===== src/rtl/erl_pkg.sv =====
`timescale 1ns / 1ps
package erl_pkg;

	localparam int EXPERT_CNT_DEF = 64;
	localparam int MAX_SLOTS_DEF  = 32;

	localparam int ID_W     = 6;
	localparam int STATUS_W = 3;
	localparam int CAP_W    = 6;
	localparam int DATA_W   = 8;

	localparam logic [CAP_W-1:0] CAP_RESET = CAP_W'(32);

	localparam logic CMD_DEMAND = 1'b0;
	localparam logic CMD_TOUCH  = 1'b1;

	typedef enum logic [STATUS_W-1:0] {
		ST_HIT         = 3'd0,
		ST_MISS_STORED = 3'd1,
		ST_MISS_TEMP   = 3'd2,
		ST_EVICT       = 3'd3,
		ST_MOVED       = 3'd4,
		ST_ABSENT      = 3'd5
	} status_t;

endpackage


===== src/rtl/expert_residency_lru_core.sv =====
// Sequence: a hit or an absent touch is answered from S_DECODE; a demand miss
//   passes S_DECODE and S_EVICT, with one S_VICTIM visit per eviction; a touch
//   of a resident expert makes one pass over the recency RAM in S_WALK, then
//   answers from S_TAIL.
// Throughput: one item at a time; s_tready returns once the last result is registered.
// Reset: arst_n clears occupancy and residency, capacity returns to 32; the
//   recency RAM is not cleared, only entries below occupancy are read.
`timescale 1ns / 1ps
module expert_residency_lru_core
	import erl_pkg::*;
#(
	parameter int EXPERT_CNT = EXPERT_CNT_DEF,
	parameter int MAX_SLOTS  = MAX_SLOTS_DEF
) (
	input  logic              clk,
	input  logic              arst_n,
	input  logic              cfg_we,
	input  logic [CAP_W-1:0]  cfg_wdata,   // capacity
	input  logic              s_tvalid,
	output logic              s_tready,
	input  logic [DATA_W-1:0] s_tdata,     // [5:0] expert_id
	input  logic [0:0]        s_tuser,     // [0] cmd
	output logic              m_tvalid,
	input  logic              m_tready,
	output logic [DATA_W-1:0] m_tdata      // [2:0] status
);

	localparam int SW = (MAX_SLOTS > 1) ? $clog2(MAX_SLOTS) : 1;
	localparam int CW = $clog2(MAX_SLOTS + 1);

	logic [CAP_W-1:0] capacity_q;
	logic [CW-1:0]    cap_eff;
	status_t          status;
	logic             ram_we;
	logic [SW-1:0]    ram_waddr;
	logic [ID_W-1:0]  ram_wdata;
	logic [SW-1:0]    ram_raddr;
	logic [ID_W-1:0]  ram_rdata;

	always_ff @(posedge clk or negedge arst_n) begin
		if (!arst_n) begin
			capacity_q <= CAP_RESET;
		end else if (cfg_we) begin
			capacity_q <= cfg_wdata;
		end
	end

	assign cap_eff = (int'(capacity_q) > MAX_SLOTS) ? CW'(MAX_SLOTS) : CW'(capacity_q);
	assign m_tdata = {{(DATA_W - STATUS_W){1'b0}}, status};

	erl_seq #(
		.EXPERT_CNT(EXPERT_CNT),
		.MAX_SLOTS (MAX_SLOTS)
	) u_seq (
		.clk       (clk),
		.arst_n    (arst_n),
		.cap_eff   (cap_eff),
		.in_valid  (s_tvalid),
		.in_ready  (s_tready),
		.in_cmd    (s_tuser[0]),
		.in_id     (s_tdata[ID_W-1:0]),
		.out_valid (m_tvalid),
		.out_ready (m_tready),
		.out_status(status),
		.ram_we    (ram_we),
		.ram_waddr (ram_waddr),
		.ram_wdata (ram_wdata),
		.ram_raddr (ram_raddr),
		.ram_rdata (ram_rdata)
	);

	erl_list_ram #(
		.DEPTH(MAX_SLOTS)
	) u_ram (
		.clk  (clk),
		.we   (ram_we),
		.waddr(ram_waddr),
		.wdata(ram_wdata),
		.raddr(ram_raddr),
		.rdata(ram_rdata)
	);

endmodule


===== src/rtl/erl_list_ram.sv =====
`timescale 1ns / 1ps
module erl_list_ram
	import erl_pkg::*;
#(
	parameter int DEPTH = MAX_SLOTS_DEF
) (
	input  logic                          clk,
	input  logic                          we,
	input  logic [((DEPTH > 1) ? $clog2(DEPTH) : 1)-1:0] waddr,
	input  logic [ID_W-1:0]               wdata,
	input  logic [((DEPTH > 1) ? $clog2(DEPTH) : 1)-1:0] raddr,
	output logic [ID_W-1:0]               rdata
);

	logic [ID_W-1:0] mem [DEPTH];

	always_ff @(posedge clk) begin
		if (we) begin
			mem[waddr] <= wdata;
		end
		rdata <= mem[raddr];
	end

endmodule


===== src/rtl/erl_seq.sv =====
`timescale 1ns / 1ps
module erl_seq
	import erl_pkg::*;
#(
	parameter int EXPERT_CNT = EXPERT_CNT_DEF,
	parameter int MAX_SLOTS  = MAX_SLOTS_DEF
) (
	input  logic                              clk,
	input  logic                              arst_n,
	input  logic [$clog2(MAX_SLOTS+1)-1:0]    cap_eff,
	input  logic                              in_valid,
	output logic                              in_ready,
	input  logic                              in_cmd,
	input  logic [ID_W-1:0]                   in_id,
	output logic                              out_valid,
	input  logic                              out_ready,
	output status_t                           out_status,
	output logic                              ram_we,
	output logic [((MAX_SLOTS > 1) ? $clog2(MAX_SLOTS) : 1)-1:0] ram_waddr,
	output logic [ID_W-1:0]                   ram_wdata,
	output logic [((MAX_SLOTS > 1) ? $clog2(MAX_SLOTS) : 1)-1:0] ram_raddr,
	input  logic [ID_W-1:0]                   ram_rdata
);

	localparam int SW  = (MAX_SLOTS > 1) ? $clog2(MAX_SLOTS) : 1;
	localparam int CW  = $clog2(MAX_SLOTS + 1);
	localparam int CW1 = CW + 1;
	localparam int NW  = $clog2(EXPERT_CNT);

	typedef enum logic [5:0] {
		S_IDLE   = 6'b000001,
		S_DECODE = 6'b000010,
		S_EVICT  = 6'b000100,
		S_VICTIM = 6'b001000,
		S_WALK   = 6'b010000,
		S_TAIL   = 6'b100000
	} state_t;

	state_t                 state_q;
	logic                   cmd_q;
	logic [ID_W-1:0]        id_q;
	logic [SW-1:0]          head_q;
	logic [CW-1:0]          count_q;
	logic [EXPERT_CNT-1:0]  map_q;
	logic [SW-1:0]          walk_q;
	logic                   found_q;
	logic                   out_valid_q;
	status_t                out_status_q;

	logic          can_emit;
	logic          emit;
	logic          in_range;
	logic          resident;
	logic          evict_cond;
	logic          store_ok;
	logic          last;
	logic          match;
	logic [NW-1:0] map_idx;
	logic [NW-1:0] victim_idx;

	// circular slot address: base + offset, wrapped once
	function automatic logic [SW-1:0] phys(input logic [SW-1:0] base,
			input logic [CW-1:0] off);
		logic [CW:0] sum;
		sum = CW1'(base) + CW1'(off);
		if (sum >= CW1'(MAX_SLOTS)) begin
			sum = sum - CW1'(MAX_SLOTS);
		end
		return sum[SW-1:0];
	endfunction

	assign can_emit   = !out_valid_q || out_ready;
	assign in_range   = int'(id_q) < EXPERT_CNT;
	assign map_idx    = NW'(id_q);
	assign victim_idx = NW'(ram_rdata);
	assign resident   = map_q[map_idx];
	assign evict_cond = (cap_eff != '0) && (count_q >= cap_eff) && (count_q != '0);
	assign store_ok   = (cap_eff != '0) && (CW1'(count_q) < CW1'(MAX_SLOTS));
	assign last       = (CW1'(walk_q) + CW1'(1)) >= CW1'(count_q);
	assign match      = ram_rdata == id_q;

	assign in_ready   = state_q == S_IDLE;
	assign out_valid  = out_valid_q;
	assign out_status = out_status_q;

	always_comb begin
		emit = 1'b0;
		unique case (state_q)
			S_DECODE: begin
				if (!in_range) begin
					emit = can_emit;
				end else if (cmd_q == CMD_DEMAND) begin
					emit = can_emit && resident;
				end else begin
					emit = can_emit && !resident;
				end
			end
			S_EVICT: begin
				emit = can_emit && !evict_cond;
			end
			S_VICTIM, S_TAIL: begin
				emit = can_emit;
			end
			default: begin
			end
		endcase
	end

	always_comb begin
		ram_raddr = head_q;
		ram_we    = 1'b0;
		ram_waddr = head_q;
		ram_wdata = id_q;
		unique case (state_q)
			S_EVICT: begin
				if (!evict_cond && can_emit && store_ok) begin
					ram_we    = 1'b1;
					ram_waddr = phys(head_q, count_q);
				end
			end
			S_WALK: begin
				ram_raddr = phys(head_q, CW'(walk_q) + CW'(1));
				if (found_q) begin
					ram_we    = 1'b1;
					ram_waddr = phys(head_q, CW'(walk_q) - CW'(1));
					ram_wdata = ram_rdata;
				end
			end
			S_TAIL: begin
				if (found_q && can_emit) begin
					ram_we    = 1'b1;
					ram_waddr = phys(head_q, count_q - CW'(1));
				end
			end
			default: begin
			end
		endcase
	end

	always_ff @(posedge clk or negedge arst_n) begin
		if (!arst_n) begin
			state_q      <= S_IDLE;
			cmd_q        <= CMD_DEMAND;
			id_q         <= '0;
			head_q       <= '0;
			count_q      <= '0;
			map_q        <= '0;
			walk_q       <= '0;
			found_q      <= 1'b0;
			out_valid_q  <= 1'b0;
			out_status_q <= ST_HIT;
		end else begin
			out_valid_q <= emit || (out_valid_q && !out_ready);
			unique case (state_q)
				S_IDLE: begin
					if (in_valid) begin
						cmd_q   <= in_cmd;
						id_q    <= in_id;
						state_q <= S_DECODE;
					end
				end
				S_DECODE: begin
					if (!in_range) begin
						if (can_emit) begin
							out_status_q <= (cmd_q == CMD_TOUCH) ? ST_ABSENT : ST_MISS_TEMP;
							state_q      <= S_IDLE;
						end
					end else if (cmd_q == CMD_DEMAND) begin
						if (!resident) begin
							state_q <= S_EVICT;
						end else if (can_emit) begin
							out_status_q <= ST_HIT;
							state_q      <= S_IDLE;
						end
					end else begin
						if (resident) begin
							walk_q  <= '0;
							found_q <= 1'b0;
							state_q <= S_WALK;
						end else if (can_emit) begin
							out_status_q <= ST_ABSENT;
							state_q      <= S_IDLE;
						end
					end
				end
				S_EVICT: begin
					if (evict_cond) begin
						state_q <= S_VICTIM;
					end else if (can_emit) begin
						state_q <= S_IDLE;
						if (store_ok) begin
							count_q        <= count_q + CW'(1);
							map_q[map_idx] <= 1'b1;
							out_status_q   <= ST_MISS_STORED;
						end else begin
							out_status_q <= ST_MISS_TEMP;
						end
					end
				end
				S_VICTIM: begin
					if (can_emit) begin
						if (int'(ram_rdata) < EXPERT_CNT) begin
							map_q[victim_idx] <= 1'b0;
						end
						head_q       <= phys(head_q, CW'(1));
						count_q      <= count_q - CW'(1);
						out_status_q <= ST_EVICT;
						state_q      <= S_EVICT;
					end
				end
				S_WALK: begin
					found_q <= found_q | match;
					walk_q  <= walk_q + SW'(1);
					if (last) begin
						state_q <= S_TAIL;
					end
				end
				S_TAIL: begin
					if (can_emit) begin
						out_status_q <= ST_MOVED;
						state_q      <= S_IDLE;
					end
				end
				default: begin
					state_q <= S_IDLE;
				end
			endcase
		end
	end

endmodule


===== config.mk =====
export PLATFORM = sky130hd
export DESIGN_NAME = expert_residency_lru_core
export DESIGN_NICKNAME = d
export VERILOG_FILES = /design/src/rtl/erl_pkg.sv /design/src/rtl/expert_residency_lru_core.sv /design/src/rtl/erl_list_ram.sv /design/src/rtl/erl_seq.sv
export SDC_FILE = /design/constraint.sdc
export NUM_CORES = 1
export LEC_CHECK = 0
export BUFFER_PORTS_ARGS = -buffer_cell sky130_fd_sc_hd__buf_2
export CAP_MARGIN = 15
export CORE_MARGIN = 2
export CORE_UTILIZATION = 67
export DETAILED_ROUTE_END_ITERATION = 12
export PLACE_DENSITY = 0.9
export RECOVER_POWER = 50
export SETUP_SLACK_MARGIN = 0.02
export SLEW_MARGIN = 40
export SYNTH_ARGS = -nofsm -noshare
export SYNTH_HDL_FRONTEND = slang
export SYNTH_SLANG_ARGS = --single-unit

===== constraint.sdc =====
create_clock -name clk -period 11.5 [get_ports clk]
set_input_delay 1.15 -clock clk [delete_from_list [all_inputs] [get_ports clk]]
set_output_delay 1.15 -clock clk [all_outputs]
set_load 0.005 [all_outputs]

==> results.md <==
* Share of cells above drive strength 1 at 18.1%
* Seq/Total Area, Yosys at slightly below 60%
* Initial antenna violation count at 0
* Worst reg2reg path depth at 10
* Synth warn at 0
* CP endpoint kind: asynchronous set/reset pin
* GRT Total Usage at approximately 31%
* Outcome: complete, but fails checks
* Rel. slew slack at -184%
* Post-synthesis instance area at 14600 sq um
* Worst slack, placed at between 6 and 7 ns
* Reg clk slew, reported paths at about 0.060 ns
* Area delta synth->final at 9.68%
* Vias per std cell at ~7.0
* Later-pin clock latency in the skew report at between 0.5 and 0.6 ns
* CTS tree: built
* RSZ-0062 raised after global routing: false
* Top-Level Pins at 30
* Critical Path RT at around 11 ns
* Hold buffers post-CTS at 0
* Post-Layout Inst Area at about 16000 sq um
* First-pass GRT wire length at 53.9 mm
* Final hold vios at 0
* Combinational share of power at 28.2%
* Final Util at 75.5%
* DRT iter0 DRCs at between 1000 and 1500
* Top_reg_cell synth: edfxtp_1
* Max-cap violation count at 1
* Drt pass-1 iters at 5
* R2r startpoint: u_seq.count_q[0]
* Syn Inst Count at between 1000 and 1500
* Tmin final at 5.79 ns
* Unique masters post-synth at 76
* Fin. max-slew vios at 83
* Detailed placer's ending HPWL at 21.1 mm
* Synth Area per Inst at approximately 14 sq um
* Clock Sinks at approximately 300
* Worst Path Class, Setup: input port to asynchronous set/reset pin
* CP Buf/Inv Count at 2
* Critical-path top delay cell: clkbuf_1
* EDFF count, synth at approximately 190
* Per-cell routed wire length at 24.5 um
* Total power at about 3.4 mW
* Critical Path Max Stage Delay at 3.05 ns
* Hold EP: u_seq.map_q[51]
* Drc violations at 0
* Fin cells at 1386
* Vias in the first global route at approximately 10000
* Fraction of registers with async set or reset after synthesis at between 30 and 40%
* Layout Nets at approximately 1100
* Clock Skew at 0.0168 ns
* CTS Root Cell: clkbuf_16
* Switch Pwr at around 1.1 mW
* Final ANT Viol Nets at 0
* Worst min path class: flop to flop
* Flops & latches, synth at slightly above 300
* WL final at 33.9 mm
* Ant diodes at 0
* Clk buf depth at 3
* VDD IR max at 0.201 mV
* Most frequent cell on the critical path: clkbuf_1
* Worst-path cell chain: clkbuf_1 > clkbuf_1
* Final period util at 50.3%
* Slew @ Worst Pin at 4.26 ns
* Hold slack at approximately 0.50 ns
* Largest net degree at the start of global routing at 83
* Clock share of power at between 20% and 30%
* Failing checks: capacitance limit, slew limit
* Filler Cells Inserted at 1206
* Endpoints failing setup at 0
* Cell Pwr Density at 212 nW/um^2
* Placed cell areas at between 15000 and 20000 sq um
* Post-CTS Resized at 0
* Total grt overflow at 0
* CP Max Fanout at 82
* Chip width at 151 um
* Switching Share at 33.1%
* LEAKAGE at between 5 and 6 nW
* GPL Wtd Cong at roughly 0.9
* Number of H-tree levels at 1
* Max Fclk at about 170 MHz
* Sum Neg Setup Slack at 0 ns
* Vias at around 10000
* Initial Utilization at 68.8%
* Placed cells at approximately 1300
* IO Port Bufs at 22
* Core area at approximately 21000 sq um
* Rows at 53
* Worst Slack Setup Final at between 5 and 6 ns
* # Post-CTS Setup Buffers at 0
* Seq pwr share at 43.2%
* Min-delay src: u_seq.map_q[51]
* DIE AREA at 22900 sq um
* Num CTS Buffers at 31
* Die H at around 150 um
* Crit start category: input port
* CP top delay family: buffers and inverters
* Storage cell area at around 8500 sq um
* Worst reg2reg setup slack at just under 7 ns
* Worst Hold Depth at 2
* R2r endpoint: u_ram.mem[25][5]
* Internal Power at 2.27 mW
* CP arrival at between 5 and 6 ns
* Area of the multi-input gates at between 5000 and 6000 sq um
[layer usage]
metal | part of all wire [%] | track usage, %
met1 | 37 | 40.4
met2 | 49 | 50.6
met5 | 0 | 0
met4 | 4.6 | 14.1
met3 | 9.7 | 5.87
[kinds of logic after synthesis]
group,Yosys count,synth area share (%)
simple gates,223,8.53
buf+inv,94,3.03
xor+xnor,36,2.17
flops,302,58.3
compound gates,255,10.6
other cells,1,0.0258
fa+ha+maj,38,3.47
mux,122,13.9
[state kept, by name, summed over array words and instances (netlist names)]
| register | count |
|---|---|
| u_seq.id_q | 6 |
| u_seq.state_q | 6 |
| u_seq.out_valid | 1 |
| u_seq.map_q | 64 |
| u_seq.found_q | 1 |
| u_seq.count_q | 6 |
| u_seq.cmd_q | 1 |
| u_ram.rdata | 6 |
| u_ram.mem | 192 |
| u_seq.head_q | 5 |
| u_seq.out_status | 3 |
| u_seq.walk_q | 5 |
| capacity_q | 6 |
[cell usage after synthesis, types with 28 or more instances]
library cell | count | area share [%]
mux2_2 | 35 | 2.7
nand2_1 | 47 | 1.2
clkbuf_1 | 30 | 0.77
nor2_1 | 30 | 0.77
o21ai_0 | 137 | 4.7
dfrtp_1 | 102 | 18
mux2i_1 | 29 | 2.0
nor4_1 | 28 | 1.2
edfxtp_1 | 192 | 40
mux4_2 | 50 | 7.7
ha_1 | 34 | 2.9
[worst max-delay path by stage]
stage	end	start	slack [ns]	depth (start not counted)
3_3_place_gp	u_ram.mem[6][0]	m_tready	6.52	8
4_1_cts	u_ram.mem[25][5]	u_seq.count_q[0]	6.98	12
3_5_place_dp	u_ram.mem[10][2]	m_tready	6.64	8
2_1_floorplan	u_ram.mem[19][0]	u_seq.count_q[0]	7.53	14
5_1_grt	u_seq.id_q[1]	arst_n	4.50	2
6_report	u_seq.id_q[1]	arst_n	5.71	2
[area by class of cell]
cell class | count | share of cell area [%]
sequential | 302 | 53.2
timing repair buffer | 46 | 1.73
clock inverter | 22 | 1.14
clock buffer | 36 | 4.98
tap | 275 | 2.15
multi-input combinational | 679 | 36.2
inverter | 26 | 0.611
[power groups by stage]
stage	clock network [mW]	logic [mW]	registers [mW]
final	0.968	0.955	1.46
after global routing	1.01	1.04	1.47
after CTS	0.972	0.957	1.45
after detailed placement	0	0.945	1.47
after global placement	0	0.897	1.47
after floorplan	0	0.789	1.38
[layout by cell type (no fill, tap or decap), drive strengths merged, types with 14 or more instances in the layout]
master,Yosys,layout
o21ai,146,146
mux2,35,35
mux4,58,58
nor2,31,31
nor3,14,14
clkinv,0,14
dfrtp,102,102
ha,34,34
nand2,47,47
xnor2,22,22
inv,26,29
nand3,26,26
a21oi,26,26
nor4,29,29
clkbuf,30,44
buf,38,38
mux2i,29,29
xor2,14,14
edfxtp,192,192
(Power assumes the default switching activity.)
